## src/hw/rtl/cte_pkg.sv

```systemverilog
// shared types and codes for the cursor text buffer
package cte_pkg;

  // operation codes
  localparam logic [2:0] OP_INSERT = 3'd0;
  localparam logic [2:0] OP_LEFT   = 3'd1;
  localparam logic [2:0] OP_RIGHT  = 3'd2;
  localparam logic [2:0] OP_DELETE = 3'd3;
  localparam logic [2:0] OP_READ   = 3'd4;

  // status codes
  localparam logic [1:0] ST_DONE = 2'd0;
  localparam logic [1:0] ST_EDGE = 2'd1;
  localparam logic [1:0] ST_FULL = 2'd2;

  typedef enum logic {
    S_IDLE,
    S_EXEC
  } state_t;

  typedef struct packed {
    logic [2:0] operation;
    logic [7:0] char_in;
    logic [9:0] read_index;
  } item_t;

  typedef struct packed {
    logic [7:0]  char_out;
    logic        char_valid;
    logic [10:0] cursor_pos;
    logic [10:0] text_length;
    logic [1:0]  status;
  } result_t;

endpackage

```

## src/hw/rtl/cte_ctrl.sv

```systemverilog
// gap buffer sequencer: counters, address generation and result register
module cte_ctrl #(
  parameter int CAPACITY = 1024,
  localparam int AW = $clog2(CAPACITY)
) (
  input  logic             clk,
  input  logic             rst,
  input  logic             start,
  input  cte_pkg::item_t   item,
  output logic             busy,
  output logic             done,
  output cte_pkg::result_t result,
  output logic             mem_rd_en,
  output logic [AW-1:0]    mem_rd_addr,
  input  logic [7:0]       mem_rd_data,
  output logic             mem_wr_en,
  output logic [AW-1:0]    mem_wr_addr,
  output logic [7:0]       mem_wr_data
);

  localparam int CW = $clog2(CAPACITY + 1);
  localparam int CMPW = ((CW > 10) ? CW : 10) + 1;
  localparam logic [CW-1:0] CAP_C = CW'(CAPACITY);
  localparam logic [CMPW-1:0] CAP_X = CMPW'(CAPACITY);

  cte_pkg::state_t state, state_next;

  logic [CW-1:0] left, left_next;
  logic [CW-1:0] right, right_next;
  logic [2:0]    op_q;
  logic [7:0]    ch_q;
  logic          hit_q;

  logic          accept;
  logic [CMPW-1:0] idx_x, left_x, right_x, mapped_x, left_next_x, len_next_x;
  logic          in_left, in_text, full;
  logic [1:0]    status_next;
  logic [CW-1:0] left_dec, right_top, top_slot;

  assign accept = start && (state == cte_pkg::S_IDLE);
  assign busy   = (state == cte_pkg::S_EXEC);

  // read side address, from the incoming item
  assign idx_x    = CMPW'(item.read_index);
  assign left_x   = CMPW'(left);
  assign right_x  = CMPW'(right);
  assign in_left  = idx_x < left_x;
  assign in_text  = idx_x < (left_x + right_x);
  assign mapped_x = CAP_X - right_x + (idx_x - left_x);
  assign left_dec  = left - 1'b1;
  assign right_top = CAP_C - right;
  assign top_slot  = CAP_C - right - 1'b1;
  assign full      = (left_x + right_x) >= CAP_X;

  always_comb begin
    mem_rd_en   = accept;
    mem_rd_addr = '0;
    unique case (item.operation)
      cte_pkg::OP_LEFT:  mem_rd_addr = left_dec[AW-1:0];
      cte_pkg::OP_RIGHT: mem_rd_addr = right_top[AW-1:0];
      cte_pkg::OP_READ:  mem_rd_addr = in_left ? idx_x[AW-1:0] : mapped_x[AW-1:0];
      default:           mem_rd_addr = '0;
    endcase
  end

  // state machine and write-back
  always_comb begin
    state_next  = state;
    left_next   = left;
    right_next  = right;
    status_next = cte_pkg::ST_DONE;
    mem_wr_en   = 1'b0;
    mem_wr_addr = left[AW-1:0];
    mem_wr_data = ch_q;
    unique case (state)
      cte_pkg::S_IDLE: begin
        if (accept) begin
          state_next = cte_pkg::S_EXEC;
        end
      end
      cte_pkg::S_EXEC: begin
        state_next = cte_pkg::S_IDLE;
        unique case (op_q)
          cte_pkg::OP_INSERT: begin
            if (full) begin
              status_next = cte_pkg::ST_FULL;
            end else begin
              mem_wr_en = 1'b1;
              left_next = left + 1'b1;
            end
          end
          cte_pkg::OP_LEFT: begin
            if (left == '0) begin
              status_next = cte_pkg::ST_EDGE;
            end else begin
              mem_wr_en   = 1'b1;
              mem_wr_addr = top_slot[AW-1:0];
              mem_wr_data = mem_rd_data;
              left_next   = left - 1'b1;
              right_next  = right + 1'b1;
            end
          end
          cte_pkg::OP_RIGHT: begin
            if (right == '0) begin
              status_next = cte_pkg::ST_EDGE;
            end else begin
              mem_wr_en   = 1'b1;
              mem_wr_data = mem_rd_data;
              left_next   = left + 1'b1;
              right_next  = right - 1'b1;
            end
          end
          cte_pkg::OP_DELETE: begin
            if (left == '0) begin
              status_next = cte_pkg::ST_EDGE;
            end else begin
              left_next = left - 1'b1;
            end
          end
          cte_pkg::OP_READ: begin
            status_next = cte_pkg::ST_DONE;
          end
          default: begin
            status_next = cte_pkg::ST_EDGE;
          end
        endcase
      end
      default: state_next = cte_pkg::S_IDLE;
    endcase
  end

  assign left_next_x = CMPW'(left_next);
  assign len_next_x  = CMPW'(left_next) + CMPW'(right_next);

  always_ff @(posedge clk) begin
    if (rst) begin
      state <= cte_pkg::S_IDLE;
      left  <= '0;
      right <= '0;
      done  <= 1'b0;
    end else begin
      state <= state_next;
      left  <= left_next;
      right <= right_next;
      done  <= (state == cte_pkg::S_EXEC);
    end
  end

  // item and result payload
  always_ff @(posedge clk) begin
    if (accept) begin
      op_q  <= item.operation;
      ch_q  <= item.char_in;
      hit_q <= (item.operation == cte_pkg::OP_READ) && in_text;
    end
    if (state == cte_pkg::S_EXEC) begin
      result.char_out    <= hit_q ? mem_rd_data : 8'd0;
      result.char_valid  <= hit_q;
      result.cursor_pos  <= left_next_x[10:0];
      result.text_length <= len_next_x[10:0];
      result.status      <= status_next;
    end
  end

endmodule

```

## config.mk

```make
export PLATFORM = sky130hd
export DESIGN_NAME = cte_ctrl
export DESIGN_NICKNAME = d
export VERILOG_FILES = /design/src/hw/rtl/cte_pkg.sv /design/src/hw/rtl/cte_ctrl.sv
export SDC_FILE = /design/constraint.sdc
export NUM_CORES = 1
export LEC_CHECK = 0
export BUFFER_PORTS_ARGS = -buffer_cell sky130_fd_sc_hd__buf_2
export CORE_MARGIN = 5
export CORE_UTILIZATION = 40
export DETAILED_ROUTE_END_ITERATION = 8
export SYNTH_ARGS = -nofsm -noshare
export SYNTH_HDL_FRONTEND = slang
export SYNTH_SLANG_ARGS = --single-unit
```

## constraint.sdc

```tcl
create_clock -name clk -period 6.55 [get_ports clk]
set_input_delay 0.3275 -clock clk [delete_from_list [all_inputs] [get_ports clk]]
set_output_delay 0.3275 -clock clk [all_outputs]
set_load 0.1 [all_outputs]
```

# Word-level counts from Yosys, hierarchy flattened
# Cells that the tools add are included.
op_classes:
  bitwise: 1
  n_mux: 29
  reduce_logical: 6
  add_sub_neg: 11
  n_eq_ne: 7
  magnitude_cmp: 3
op_table:
  columns: ["op", "n"]
  rows:
  - ["11-bit 2-to-1 mux", 7]
  - ["10-bit 2-to-1 mux", 4]
  - ["11-bit one-hot mux with 3 select lines", 1]
  - ["10-bit one-hot mux with 3 select lines", 1]
  - ["8-bit 2-to-1 mux", 3]
  - ["11-bit by 1-bit adder with 11-bit output (second input constant)", 2]
  - ["11-bit logical NOT", 2]
  - ["11-bit one-hot mux with 2 select lines", 1]
  - ["11-bit by 1-bit subtractor with 11-bit output (second input constant)", 2]
  - ["1-bit by 10-bit subtractor with 10-bit output (first input constant)", 2]
  - ["8-bit one-hot mux with 2 select lines", 1]
  - ["11-bit by 11-bit adder with 12-bit output", 1]
  - ["12-bit by 11-bit >= comparator with 1-bit output (second input constant)", 1]
  - ["10-bit by 12-bit less-than comparator with 1-bit output", 1]
  - ["11-bit adder", 1]
  - ["10-bit by 11-bit less-than comparator with 1-bit output", 1]
  - ["10-bit adder", 1]
  - ["10-bit by 1-bit subtractor with 10-bit output (second input constant)", 1]
  - ["10-bit subtractor", 1]
  - ["3-bit by 2-bit equality test with 1-bit output (second input constant)", 3]
  - ["2-bit one-hot mux with 4 select lines", 1]
  - ["1-bit 2-to-1 mux", 7]
  - ["3-bit by 1-bit equality test with 1-bit output (second input constant)", 2]
  - ["3-bit equality test (second input constant)", 2]
  - ["7 further kinds", 8]
totals:
  in_bits: 32
  word_cells: 69
  register_bits: 69
  output_inout_bits: 65

# Longest topological paths before layout
depth:
  depth_word: 6
  mapped_depth: 20
  ltp_nobuf: 20

# Least setup slack after synthesis
# Ideal clock, no wire load.
synth_timing:
  kind: "flip-flop to output port"
  from: "register state, in the netlist busy"
  to: "output mem_wr_addr[0]"
  arrival_time_ps: 5128
  stages_incl_launch_ff: 7
  n_path_buf: 2
  t_required_ps: 6222
  path_slack_ps: 1094
  path_cell_list: "dfxtp_1 nor2b_1 nand2_1 or3_1 buf_2 buf_2 o21ai_0"
synth_between:
  elab_chain_len: 1
synth_lines:
  columns: ["item", "line", "source"]
  rows:
  - ["from (decl)", "cte_ctrl.sv:26", "cte_pkg::state_t state, state_next;"]
  - ["from (signal assigned)", "cte_ctrl.sv:137", "state <= cte_pkg::S_IDLE;"]
  - ["from (signal assigned)", "cte_ctrl.sv:142", "state <= state_next;"]
  - ["10-bit 2-to-1 mux", "cte_ctrl.sv:75", "unique case (state)"]
  - ["to (decl)", "cte_ctrl.sv:17", "output logic [AW-1:0] mem_wr_addr,"]
# Every way passes these cells.

# Worst setup path in the final report
layout_timing:
  from: "register left[3]"
  to: "register result[12] (netlist bit) (data pin)"
layout_between:
  elab_chain_len: 6
  elab_cells_between_ends: 14
  classes_between: "add/sub: 4; order compare: 1; mux: 8; reduce/logical: 1"
layout_lines:
  columns: ["item", "line", "source"]
  rows:
  - ["from (decl)", "cte_ctrl.sv:28", "logic [CW-1:0] left, left_next;"]
  - ["from (signal assigned)", "cte_ctrl.sv:143", "left <= left_next;"]
  - ["11-bit by 11-bit adder with 12-bit output", "cte_ctrl.sv:53", "assign full = (left_x + right_x) >= CAP_X;"]
  - ["12-bit by 11-bit >= comparator with 1-bit output", "cte_ctrl.sv:53", null]
  - ["11-bit 2-to-1 mux", "cte_ctrl.sv:85", "if (full) begin"]
  - ["11-bit one-hot mux with 3 select lines (*)", "cte_ctrl.sv:83", "unique case (op_q)"]
  - ["11-bit 2-to-1 mux (*)", "cte_ctrl.sv:75", null]
  - ["via left_next[0]", "cte_ctrl.sv:28", null]
  - ["11-bit adder (*)", "cte_ctrl.sv:133", "assign len_next_x = CMPW'(left_next) + CMPW'(right_next);"]
  - ["via len_next_x[10]", "cte_ctrl.sv:35", "logic [CMPW-1:0] idx_x, left_x, right_x, mapped_x, left_next_x, len_next_x;"]
  - ["to (decl)", "cte_ctrl.sv:12", "output cte_pkg::result_t result,"]
# The timed path passes the listed nets; every way through them passes the cells marked *.
# A chain may end at the register's enable or synchronous reset.

==> run summary <==
The flow ran to the end, and the final reports show no timing, DRC or antenna violations. In the final design database the tool counted 849 nets. Setup repair after global routing left no endpoint under its margin.

The initialized floorplan defines 44 standard-cell rows. The design draws 1.24 mW. Averaged over all synthesized cells, the footprint is 9.17 um^2. The number of global-route vias before repair was 5210. The worst hold path begins at item[16].

The antenna diode count came out at 0. After detailed routing, the total wire length is 18.7 mm. The highest achievable clock rate is 181 MHz. The later pin in the worst-skew pair is clocked with a latency of 0.34 ns. The power per cell area came out at 179 mW/mm^2. Summed over all layers, the global routing overflow is 0.

The routability congestion estimate is 1.05. The number of setup buffers added after CTS is 0. The finished layout holds 931 standard cells, fillers aside. The area of the mapped netlist is 0.00601 mm^2. The worst IR drop on VDD is 0.125 mV. Before antenna repair, the detailed router went through 4 iterations. The commonest non-fill, non-tap cell in the layout is sky130_fd_sc_hd__buf_2. Of the cells placed in the final design, the portion with a size suffix greater than 1 is 19.3%. The worst register-to-register path ends at result[12]. In the layout the commonest cells are sky130_fd_sc_hd__buf_2, sky130_fd_sc_hd__ha_1, sky130_fd_sc_hd__nor2_1. The number of nets in the synthesized netlist came out at 762. The top-level port count is 97. Along the worst hold path, the cell count comes to 1. The count of maximum capacitance violations is 0. The total area inside the core boundary comes to 0.0146 mm^2.

In this design, the stage delay of the slowest critical-path cell is 0.49 ns. The floorplan step set the die height to 133 um. The final core utilization came out at 47.4%. The flip-flop cell with the highest count after synthesis is sky130_fd_sc_hd__edfxtp_1. The count of placed standard cells including taps came out at 915. The post-route standard cell area excluding fillers came out at 0.00695 mm^2. The tightest min-delay check is of the primary input to register type. The element type at the critical path end is a register. Entering global routing, the biggest net connects 38 pins. The global-route wire length before repair came out at 29.6 mm.

The category of the most critical setup path is register to register. The number of clock buffers inserted by TritonCTS came out at 9. Walking the worst path, the cells encountered are clkinv_1 -> ha_1 -> and3_1 -> a2111o_1 -> o22a_4 -> a211o_1 -> a31oi_4 -> nand2_1 -> xnor2_1 -> ha_1 -> fa_1 -> a21oi_1 -> nor2_1 -> nor2_1 -> o21ai_0 -> nor4_1 -> o41ai_1 -> xor2_1 -> xnor2_1. The max-slew violation count was 0. The worst reg-to-reg setup slack is 1.02 ns.

The part of the Yosys area used for sequential elements came out at 30.5%. The cell count after synthesis came out at 655. The post-route fraction of the period consumed by the critical path is 84.4%.

Using the TritonRoute via totals, the vias-per-cell ratio works out to 5.71. The Yosys warning count is 0. The worst register-to-register path begins at left[3]. At the pin with the least slew margin, the transition time is 1.00 ns. The tree is rooted in a sky130_fd_sc_hd__clkbuf_16. From synthesis to final layout, the design area changed by 15.6%.

The number of sinks handled by clock tree synthesis is 69. The die covers 0.0176 mm^2. For this run, asynchronously set or reset flops after synthesis account for 0%. TritonCTS built the clock tree. The total of hold buffers inserted after clock tree synthesis is 0.

After detailed routing, the number of remaining DRC violations is 0. For hold timing, the worst endpoint is ch_q[6]. In the global route stage, overall resource usage came out at 21.3%. The family with the most delay on the worst path is compound AO/OA/AOI/OAI gates.

The number of antenna-violating nets in the routed design is 0. The number of antenna violations at the first check in global routing came out at 0. The detailed-route via count is 5315. The setup skew after layout came out at 0.00691 ns. The critical-path maximum fanout is 8. The accumulated negative setup slack is 0 ns.

The worst slack at placement came out at 1.02 ns. The number of resized instances in the post-cts repair step came out at 0. Data on the critical path is required at its endpoint by 6.64 ns. The CTS clock-pin slew for the worst setup and hold paths is 0.06 ns. The width of the chip is 133 um.

The H-tree depth is 3. The maximum count of clock buffers along a single path is 2. Hold is met by 0.167 ns. On the critical path, the stage with the largest delay is an instance of sky130_fd_sc_hd__a2111o_1. The number of cell instances on the worst register-to-register path is 19. The number of enable flip-flop cells after synthesis is 45. The number of setup violations in the final report came out at 0. The reported leakage power is 2.87 nW.

The post-route minimum period came out at 5.53 ns. The type of element launching the critical path is a register. The setup slack of the critical path after layout came out at 1.02 ns. The count of different cell masters after synthesis is 69. Counting both buffers and inverters, the worst setup path holds a total of 1.

The total placed instance area came out at 0.00665 mm^2. In this run the tightest slew margin relative to its limit is 32.9%. The placed wire-length estimate is 15.2 mm. The number of endpoints with negative hold slack in the final report is 0. The violation count after the first detailed-routing iteration is 401.

The number of input and output port buffers inserted is 96. The data arrival time of the worst path came out at 5.62 ns. The effective utilization at floorplan is 41.0%. In the final routed layout, each cell accounts on average for 20.0 um. The post-synthesis sequential element count came out at 69.
-- where the power goes --
part	internal (mW)	switching, mW	total (mW)
Sequential	0.478	0.00750	0.485
Combinational	0.0631	0.207	0.270
Clock	0.296	0.191	0.487
-- sequential cells by signal, indices dropped and copies added, names as in the netlist --
| name | cells |
|---|---|
| result | 33 |
| left | 11 |
| right | 11 |
| ch_q | 8 |
| op_q | 3 |
| busy | 1 |
| done | 1 |
| hit_q | 1 |
-- Yosys cell counts (4+ instances only) --
cell type	instances	area, um^2
sky130_fd_sc_hd__ha_1	64	801
sky130_fd_sc_hd__nor2_1	53	199
sky130_fd_sc_hd__edfxtp_1	45	1350
sky130_fd_sc_hd__nand2_1	41	154
sky130_fd_sc_hd__xnor2_1	41	359
sky130_fd_sc_hd__o21ai_0	37	185
sky130_fd_sc_hd__a21oi_1	33	165
sky130_fd_sc_hd__inv_1	31	116
sky130_fd_sc_hd__nor2b_1	28	175
sky130_fd_sc_hd__dfxtp_1	24	480
sky130_fd_sc_hd__nor3_1	19	95.1
sky130_fd_sc_hd__xor2_1	17	149
sky130_fd_sc_hd__clkbuf_1	16	60.1
sky130_fd_sc_hd__nand3_1	15	75.1
sky130_fd_sc_hd__and2_1	12	75.1
sky130_fd_sc_hd__o22ai_1	12	75.1
sky130_fd_sc_hd__a21o_1	11	82.6
sky130_fd_sc_hd__fa_1	11	220
sky130_fd_sc_hd__nor4_1	11	68.8
sky130_fd_sc_hd__nand2b_1	10	62.6
sky130_fd_sc_hd__a22oi_1	9	67.6
sky130_fd_sc_hd__a31oi_1	8	50.1
sky130_fd_sc_hd__mux2_2	8	90.1
sky130_fd_sc_hd__or3_1	8	50.1
sky130_fd_sc_hd__and3_1	7	43.8
sky130_fd_sc_hd__mux2i_1	6	60.1
sky130_fd_sc_hd__o21a_1	6	45.0
sky130_fd_sc_hd__buf_2	5	25.0
sky130_fd_sc_hd__o2111ai_1	5	43.8
sky130_fd_sc_hd__or2_2	5	31.3
sky130_fd_sc_hd__a211oi_1	4	30.0
sky130_fd_sc_hd__a22o_1	4	35.0
-- how the worst max path moves through the flow --
stage | to | cells past startpoint | slack, ns | startpoint
after floorplan | mem_wr_addr[0] | 6 | 1.09 | busy
after global placement | result[12] | 19 | 1.16 | left[3]
after detailed placement | result[12] | 19 | 1.02 | left[3]
after CTS | result[12] | 19 | 0.99 | left[3]
after global routing | result[12] | 19 | 0.55 | left[3]
final | result[12] | 19 | 1.02 | left[3]
-- routing by layer --
| metal | GRT usage [%] | vias up | wire length [um] |
|---|---|---|---|
| li1 | - | 2548 | - |
| met5 | 0 | - | 0 |
| met2 | 33.8 | 201 | 8500 |
| met3 | 3.11 | 28 | 1110 |
| met4 | 7.16 | 0 | 508 |
| met1 | 29.7 | 2538 | 8540 |
-- logic make-up after synthesis --
| kind of cell | Yosys count | share of synthesized area [%] |
|---|---|---|
| simple gates | 222 | 19.3 |
| flops | 69 | 30.5 |
| mux | 14 | 2.50 |
| buf+inv | 56 | 3.73 |
| xor+xnor | 58 | 8.45 |
| compound gates | 161 | 18.6 |
| fa+ha+maj | 75 | 17.0 |
-- cell type report --
cell class,count,area (um^2)
fillers,1421,7700
clock inverters,7,73.8
repair buffers,100,510
multi-input cells,530,3950
well taps,184,230
clock buffers,9,225
flip-flops and latches,69,1830
inverters,32,120
No activity file was read; power rests on OpenSTA's default activity.
